$ cat src/hse_pkg.sv
// ----------------------------------------------------------------------------
// hse_pkg
// Shared types and codes for the heap sort engine: datapath command codes,
// the command and status bundles between controller and datapath, and the
// register map of the configuration port.
// ----------------------------------------------------------------------------
package hse_pkg;

    // Datapath operation codes
    localparam logic [3:0] DP_NOP       = 4'd0;
    localparam logic [3:0] DP_LOAD      = 4'd1;
    localparam logic [3:0] DP_UP        = 4'd2;
    localparam logic [3:0] DP_PLACE     = 4'd3;
    localparam logic [3:0] DP_SORT_INIT = 4'd4;
    localparam logic [3:0] DP_SWAP_RD   = 4'd5;
    localparam logic [3:0] DP_SWAP_WR   = 4'd6;
    localparam logic [3:0] DP_DN        = 4'd7;
    localparam logic [3:0] DP_READ      = 4'd8;
    localparam logic [3:0] DP_EMIT_KEY  = 4'd9;
    localparam logic [3:0] DP_EMIT_OVF  = 4'd10;

    // Configuration port
    localparam int unsigned APB_ADDR_W     = 3;
    localparam logic        REG_SORT_ORDER = 1'b0;   // register index, paddr[2]

    // Input op codes
    localparam logic OP_LOAD = 1'b0;
    localparam logic OP_READ = 1'b1;

    // Controller to datapath
    typedef struct packed {
        logic [3:0] op;
        logic       fresh;   // load starts a new batch
        logic       order;   // 0: max-heap, 1: min-heap
    } hse_cmd_t;

    // Datapath to controller
    typedef struct packed {
        logic full;
        logic count_zero;
        logic up_ahead;
        logic up_at_top;
        logic end_gt1;
        logic swap_leaf;
        logic dn_go;
        logic dn_leaf;
        logic rd_avail;
        logic rd_last;
    } hse_sts_t;

endpackage

$ cat src/hse_ctrl.sv
// ----------------------------------------------------------------------------
// hse_ctrl
// Sequencer for load, sort and read phases, the configuration register and
// the output valid flag.
// ----------------------------------------------------------------------------
module hse_ctrl (
    input  logic                                 clk,
    input  logic                                 rst_n,
    input  logic                                 in_valid,
    output logic                                 in_stall,
    input  logic                                 op,
    input  logic                                 last_key,
    output logic                                 out_valid,
    input  logic                                 out_stall,
    input  logic                                 psel,
    input  logic                                 penable,
    input  logic                                 pwrite,
    input  logic [hse_pkg::APB_ADDR_W-1:0]       paddr,
    input  logic [31:0]                          pwdata,
    output logic [31:0]                          prdata,
    output logic                                 pready,
    output hse_pkg::hse_cmd_t                    cmd,
    input  hse_pkg::hse_sts_t                    sts
);

    localparam logic [3:0] S_IDLE      = 4'd0;
    localparam logic [3:0] S_UP        = 4'd1;
    localparam logic [3:0] S_PLACE_UP  = 4'd2;
    localparam logic [3:0] S_OVF       = 4'd3;
    localparam logic [3:0] S_SORT_INIT = 4'd4;
    localparam logic [3:0] S_SORT_CHK  = 4'd5;
    localparam logic [3:0] S_SWAP_WR   = 4'd6;
    localparam logic [3:0] S_DN        = 4'd7;
    localparam logic [3:0] S_PLACE_DN  = 4'd8;
    localparam logic [3:0] S_RD_EMIT   = 4'd9;

    logic [3:0] state_reg, state_next;
    logic       last_reg, last_next;
    logic       sorted_reg, sorted_next;
    logic       out_valid_reg, out_valid_next;
    logic       order_reg;
    logic       accept;
    logic       slot_free;
    logic       emit;
    logic       cfg_wr;

    // configuration register
    assign pready = 1'b1;
    assign cfg_wr = psel && penable && pwrite && (paddr[2] == hse_pkg::REG_SORT_ORDER);
    assign prdata = (paddr[2] == hse_pkg::REG_SORT_ORDER) ? {31'b0, order_reg} : '0;

    always_ff @(posedge clk or negedge rst_n)
    begin
        if (!rst_n)
        begin
            order_reg <= 1'b0;
        end
        else if (cfg_wr)
        begin
            order_reg <= pwdata[0];
        end
    end

    assign in_stall  = state_reg != S_IDLE;
    assign accept    = in_valid && !in_stall;
    assign slot_free = !out_valid_reg || !out_stall;

    // sequencer
    always_comb
    begin
        state_next  = state_reg;
        last_next   = last_reg;
        sorted_next = sorted_reg;
        emit        = 1'b0;
        cmd.op      = hse_pkg::DP_NOP;
        cmd.fresh   = 1'b0;
        cmd.order   = order_reg;
        case (state_reg)
            S_IDLE:
            begin
                if (accept)
                begin
                    if (op == hse_pkg::OP_LOAD)
                    begin
                        last_next   = last_key;
                        sorted_next = 1'b0;
                        if (!sorted_reg && sts.full)
                        begin
                            state_next = S_OVF;
                        end
                        else
                        begin
                            cmd.op    = hse_pkg::DP_LOAD;
                            cmd.fresh = sorted_reg;
                            state_next = (sorted_reg || sts.count_zero) ? S_PLACE_UP : S_UP;
                        end
                    end
                    else if (sorted_reg && sts.rd_avail)
                    begin
                        cmd.op     = hse_pkg::DP_READ;
                        state_next = S_RD_EMIT;
                    end
                end
            end
            S_UP:
            begin
                cmd.op = hse_pkg::DP_UP;
                if (!sts.up_ahead)
                begin
                    state_next = last_reg ? S_SORT_INIT : S_IDLE;
                end
                else if (sts.up_at_top)
                begin
                    state_next = S_PLACE_UP;
                end
            end
            S_PLACE_UP:
            begin
                cmd.op     = hse_pkg::DP_PLACE;
                state_next = last_reg ? S_SORT_INIT : S_IDLE;
            end
            S_OVF:
            begin
                if (slot_free)
                begin
                    cmd.op     = hse_pkg::DP_EMIT_OVF;
                    emit       = 1'b1;
                    state_next = last_reg ? S_SORT_INIT : S_IDLE;
                end
            end
            S_SORT_INIT:
            begin
                cmd.op     = hse_pkg::DP_SORT_INIT;
                state_next = S_SORT_CHK;
            end
            S_SORT_CHK:
            begin
                if (sts.end_gt1)
                begin
                    cmd.op     = hse_pkg::DP_SWAP_RD;
                    state_next = S_SWAP_WR;
                end
                else
                begin
                    sorted_next = !sts.count_zero;
                    state_next  = S_IDLE;
                end
            end
            S_SWAP_WR:
            begin
                cmd.op     = hse_pkg::DP_SWAP_WR;
                state_next = sts.swap_leaf ? S_PLACE_DN : S_DN;
            end
            S_DN:
            begin
                cmd.op = hse_pkg::DP_DN;
                if (!sts.dn_go)
                begin
                    state_next = S_SORT_CHK;
                end
                else if (sts.dn_leaf)
                begin
                    state_next = S_PLACE_DN;
                end
            end
            S_PLACE_DN:
            begin
                cmd.op     = hse_pkg::DP_PLACE;
                state_next = S_SORT_CHK;
            end
            S_RD_EMIT:
            begin
                if (slot_free)
                begin
                    cmd.op     = hse_pkg::DP_EMIT_KEY;
                    emit       = 1'b1;
                    state_next = S_IDLE;
                    if (sts.rd_last)
                    begin
                        sorted_next = 1'b0;
                    end
                end
            end
            default:
            begin
                state_next = S_IDLE;
            end
        endcase
    end

    // output valid: set on emit, cleared when taken
    always_comb
    begin
        out_valid_next = out_valid_reg;
        if (out_valid_reg && !out_stall)
        begin
            out_valid_next = 1'b0;
        end
        if (emit)
        begin
            out_valid_next = 1'b1;
        end
    end

    always_ff @(posedge clk or negedge rst_n)
    begin
        if (!rst_n)
        begin
            state_reg     <= S_IDLE;
            last_reg      <= 1'b0;
            sorted_reg    <= 1'b0;
            out_valid_reg <= 1'b0;
        end
        else
        begin
            state_reg     <= state_next;
            last_reg      <= last_next;
            sorted_reg    <= sorted_next;
            out_valid_reg <= out_valid_next;
        end
    end

    assign out_valid = out_valid_reg;

    // sorted data implies keys are held
    a_sorted_nonempty: assert property (@(posedge clk) disable iff (!rst_n)
        sorted_reg |-> !sts.count_zero)
        else $error("sorted flag set with empty store");

    // a read in flight always has a key to return
    a_read_avail: assert property (@(posedge clk) disable iff (!rst_n)
        state_reg == S_RD_EMIT |-> sts.rd_avail)
        else $error("read issued past element count");

    // final key read empties the batch
    a_last_clears: assert property (@(posedge clk) disable iff (!rst_n)
        (state_reg == S_RD_EMIT && slot_free && sts.rd_last) |=> !sorted_reg && sts.count_zero)
        else $error("batch not cleared after final key");

    // load into a full store reports overflow
    a_full_ovf: assert property (@(posedge clk) disable iff (!rst_n)
        (accept && op == hse_pkg::OP_LOAD && !sorted_reg && sts.full) |=> state_reg == S_OVF)
        else $error("dropped load not reported");

endmodule

$ cat config.mk
export PLATFORM = sky130hd
export DESIGN_NAME = hse_ctrl
export DESIGN_NICKNAME = d
export VERILOG_FILES = /design/src/hse_pkg.sv /design/src/hse_ctrl.sv
export SDC_FILE = /design/constraint.sdc
export NUM_CORES = 1
export LEC_CHECK = 0
export ABC_AREA = 1
export BUFFER_PORTS_ARGS = -buffer_cell sky130_fd_sc_hd__buf_2
export CORE_UTILIZATION = 40
export DETAILED_ROUTE_END_ITERATION = 7
export PLACE_DENSITY_LB_ADDON = 0.25
export SETUP_SLACK_MARGIN = 0.4
export SYNTH_ARGS = -nofsm -noshare
export SYNTH_HDL_FRONTEND = slang
export SYNTH_SLANG_ARGS = --single-unit
$ cat constraint.sdc
create_clock -name clk -period 3.24 [get_ports clk]
set_input_delay 0.486 -clock clk [delete_from_list [all_inputs] [get_ports clk]]
set_output_delay 0.486 -clock clk [all_outputs]
set_load 0.005 [all_outputs]
* Word-level counts from Yosys, hierarchy flattened
Cells that the tools add are included.
Storage, ports and cells: register bits 8, word-level logic and storage cells 85, input bits 54, output and inout bits 41
Operators by class: bitwise operators 2, reduce and logical (&&, ||, !) cells 24, equal/unequal tests 18, muxes and demuxes 36
Operator list (count):
- 4-bit case mux with 9 select lines | 2
- 4-bit 2-to-1 mux | 14
- 4-bit by 3-bit equality test with 1-bit output (second input constant) | 4
- 1-bit 2-to-1 mux | 12
- 2-bit inequality test (second input constant) | 6
- 6-bit AND reduction | 2
- 3-bit 2-to-1 mux | 3
- 3-bit inequality test (second input constant) | 3
- 4-bit by 2-bit equality test with 1-bit output (second input constant) | 2
- 4-bit equality test (second input constant) | 2
- 1-bit logical AND | 7
- 2-bit 2-to-1 mux | 3
- 2-bit OR reduction | 3
- 1-bit zero test | 5
- 5-bit 2-to-1 mux | 1
- 4-bit by 1-bit equality test with 1-bit output (second input constant) | 1
- 4-bit zero test | 1
- 4-bit nonzero test | 1
- 1-bit case mux with 3 select lines | 1
- 3-bit AND reduction | 1
- 3-bit nonzero test | 1
- 1-bit logical OR | 2
- 1-bit inverter | 2
- 2-bit nonzero test | 1

* Longest topological paths before layout
word-level depth 6, depth in mapped cells 9, mapped depth without buffers 9

* Worst setup path after synthesis
No wires, ideal clock.
path kind flip-flop to output port, start point register state_reg[1], end point output port cmd[1] in the netlist's numbering, path slack 1.668 ns, path buffers 0, stages on the path, launching flop included 6, data arrival time 1.086 ns, data required time 2.754 ns, cells stage by stage dfrtp_1 -> nor2_2 -> nand2_2 -> nor2_2 -> nand2_1 -> nor2_1
RTL lines:
- start: declaration | line hse_ctrl.sv:37 | logic [3:0] state_reg, state_next;
- start signal: assignment | line hse_ctrl.sv:216 | state_reg <= state_next;
- end: declaration | line hse_ctrl.sv:22 | output hse_pkg::hse_cmd_t cmd,

==> out/summary.md <==
The multiplexer share of the synthesized area is 0. Walking the worst path, the cells encountered are nor2_2 -> nand2_2 -> nor2_2 -> nand3b_1 -> nand4_1 -> buf_2. After floorplanning, the core was divided into 17 placement rows. The clock-pin transition on the worst setup and hold timing paths works out to 0.05 ns.

The logs give 0 for the number of maximum-capacitance constraint violations and 3550 um for the first-pass GRT wire length. After synthesis, the largest family of logic cells by area is simple AND/OR/NAND/NOR gates. For the post-CTS repair timing setup buffer count, the log shows 0.

After detailed routing, the met3 layer carries 138 um of wire. Total wire length after detailed routing: 2160 um. In this run the clock root is driven by a sky130_fd_sc_hd__clkbuf_4. A synthesized cell averages 6.08 um^2. Once detail routing completed, the nets flagged for antenna violations numbered 0. The count of TritonRoute iterations in the first routing pass came out at 4. The tools report the required time at the endpoint of the critical path as 2.75 ns. In this run the worst hold path is classified as in2async.

The highest metal layer with signal wires was met3. Dividing the detail-routed wire length by the instance count gives 9.60 um. The overall track demand over capacity in global routing is 0.171, and the final worst clock skew is 0.00576 ns. The tools report the count of cells resized by post-cts repair as 0.

Entering global routing, the biggest net connects 10 pins. For the count of final hold-check violations, the log shows 0. Cell type of the slowest stage on the worst timing path: sky130_fd_sc_hd__dfrtp_1. Setup violations remaining at the end of the flow were counted as 0. For the worst setup path, the data arrival time is 1.66 ns. Counting the buffers created by CTS gives 3. The run gives 0.710 nW as the leakage component of the power. The synthesized-area fraction occupied by adder cells works out to 0. Count of state elements after synthesis: 8.

Across the VDD grid, the largest voltage drop is 0.313 mV. The floorplan step defined a die boundary enclosing 2760 um^2. After floorplanning, the core was sized to cover 2320 um^2. No sink is reached through more buffers than the 2 on the longest clock path. From bottom edge to top edge, the die measures 52.5 um.

The routed layout has 959 vias. Relative to the synthesized area, the layout overhead comes to 6.62%. The initial antenna violation count came out at 0. The count of H-tree levels built during CTS was 1; the number of global-route vias before repair was 836.

Half-perimeter wire length after detailed placement: 1850 um. Initial core utilization: 0.440. After detailed routing, the wire length on met1 is 970 um. The share of final-layout standard cells stronger than drive strength 1 works out to 0.239.

In this run the power density over the cells is 690 nW/um^2. 0 antenna diodes ended up in the layout. By startpoint and endpoint, the worst setup path is classified as reg2out.

The synthesized-area fraction occupied by xor and xnor cells was 0; the placed cell count was 222. The distinct cell type count of the synthesized netlist is 18, and the final max-slew violation count is 0. After global routing the overflow that remains totals 0. TritonCTS built the clock tree.

The run finished with clean final reports. The logs give 95 for the number of I/O pins and 253 for the net count of the finished layout. Measured along the x axis, the die boundary spans 52.5 um. In this design, the stage delay of the slowest critical-path cell is 0.48 ns. After technology mapping, the gate count stands at 168. Static timing analysis puts the maximum clock frequency at 467 MHz. STA classifies the critical path endpoint as an output pin. During synthesis, Yosys emitted a total of 0 warnings. Clock tree synthesis found a total of 8 sinks. For the worst-skew pair, the clock arrives at the later sink with an insertion delay of 0.25 ns.

After detailed routing, the number of vias per cell comes to 4.26. The met2 wire length came out at 1050 um. Setup repair after global routing left no endpoint under its margin. The smallest clock period supported by the final layout is computed as 2.14 ns. In this run the cell area of the synthesized design comes to 1020 um^2. For this run, the number of standard cells in the final layout without fillers is 225. The number of buffers inserted by port buffering works out to 29.

After detailed routing, the number of remaining DRC violations is 0. The element type at the critical path start was a flip-flop. The number of flip-flops in the largest register is 4, and the starting DRC count in detailed routing is 26. Among the stages of the critical path, the cell type that occurs most often is sky130_fd_sc_hd__nor2_2.

The proportion of synthesized chip area in sequential cells is 0.196, and the complex-gate fraction of the synthesized area is 0.0417. Summed over all failing endpoints, the final setup total negative slack is 0 ns. Of all nets on the critical path, the largest fanout is 7. The final critical-path share of the clock period works out to 0.661.

The logs give 0.922 for the final weighted congestion in routability-driven placement and 0 for the number of buffers inserted by hold repair at cts. Synthesized-area fraction occupied by and/or/nand/nor cells: 0.431.
==> power breakdown <==
group	switching [mW]	total [mW]	internal, mW
registers	0.0494	0.187	0.138
clock network	0.0306	0.0728	0.0422
logic	0.309	0.491	0.182
total	0.389	0.751	0.361
==> final cells by class <==
type                       instances  area (um^2)
fill                             257         1230
multi-input combinational        135          603
timing repair buffer              29          145
sequential                         8          200
tap                               28         35.0
clock buffer                       3         22.5
inverter                          22         82.6
==> through the flow <==
stage / power, mW / hold WS [ns] / area, um^2 / util / setup slack [ns]
after floorplan: 0.566 / 0.190 / 1130 / - / 1.67
after global placement: 0.678 / 0.336 / 1070 / 0.460 / 1.37
after detailed placement: 0.677 / 0.340 / 1070 / 0.460 / 1.38
after CTS: 0.755 / 0.0647 / 1090 / 0.470 / 1.11
after global routing: 0.838 / 0.0701 / 1090 / 0.470 / 0.990
final: 0.751 / 0.0660 / 1090 / 0.470 / 1.10
==> cells in the mapped netlist <==
master / instances / share of area
sky130_fd_sc_hd__o21ai_0: 1 / 0.0049
sky130_fd_sc_hd__conb_1: 2 / 0.0074
sky130_fd_sc_hd__buf_4: 33 / 0.24
sky130_fd_sc_hd__o221ai_1: 1 / 0.0086
sky130_fd_sc_hd__a21oi_1: 4 / 0.020
sky130_fd_sc_hd__inv_1: 21 / 0.077
sky130_fd_sc_hd__nand3_1: 14 / 0.069
sky130_fd_sc_hd__o32ai_1: 1 / 0.0086
sky130_fd_sc_hd__nand3_2: 1 / 0.0098
sky130_fd_sc_hd__inv_2: 1 / 0.0037
sky130_fd_sc_hd__nand4_1: 2 / 0.012
sky130_fd_sc_hd__dfrtp_1: 8 / 0.20
sky130_fd_sc_hd__nand2_2: 5 / 0.031
sky130_fd_sc_hd__nand3b_1: 1 / 0.0074
sky130_fd_sc_hd__nor2_4: 3 / 0.033
sky130_fd_sc_hd__nor2_2: 5 / 0.031
sky130_fd_sc_hd__nand2_1: 46 / 0.17
sky130_fd_sc_hd__nor2_1: 19 / 0.070
==> final timing paths <==
check / depth (start not counted) / slack [ns] / end / from
worst min-delay path: 1 / 0.07 / state_reg[0] / rst_n
worst min register to register: 2 / 0.47 / last_reg / last_reg
max in group asynchronous: 1 / 3.00 / state_reg[3] / rst_n
min in group clk: 3 / 0.46 / last_reg / last_key
worst max-delay path: 6 / 1.10 / cmd[2] / state_reg[1]
worst max register to register: 7 / 1.82 / state_reg[1] / state_reg[1]
==> worst max-delay path: cells and delay by family, from the launching register on <==
family                 cells  cell delay, ns
flip-flops                 1            0.48
buffers and inverters      1            0.11
AND/OR/NAND/NOR            5            0.82
==> cell usage in the layout (no fill, tap or decap), types with 2 or more instances in the layout <==
cell,n
sky130_fd_sc_hd__conb_1,32
sky130_fd_sc_hd__nand3_1,14
sky130_fd_sc_hd__buf_2,29
sky130_fd_sc_hd__nor2_1,19
sky130_fd_sc_hd__nor2_2,5
sky130_fd_sc_hd__nand2_2,5
sky130_fd_sc_hd__a21oi_1,4
sky130_fd_sc_hd__dfrtp_1,8
sky130_fd_sc_hd__inv_1,21
sky130_fd_sc_hd__clkbuf_4,3
sky130_fd_sc_hd__nor2_4,3
sky130_fd_sc_hd__nand4_1,2
sky130_fd_sc_hd__nand2_1,46
==> metal layers <==
| layer | vias to the layer above | GRT usage |
|---|---|---|
| met5 | - | 0 |
| met1 | 408 | 0.218 |
| li1 | 507 | - |
| met3 | 0 | 0.0348 |
| met2 | 44 | 0.300 |
| met4 | 0 | 0.0263 |
==> cells by family (layout without fill, tap and decap cells) <==
group	after synthesis	in the layout
compound gates	7	7
buf+inv	55	54
flops	8	8
other cells	2	32
simple gates	96	96
No activity file was read; power rests on OpenSTA's default activity.
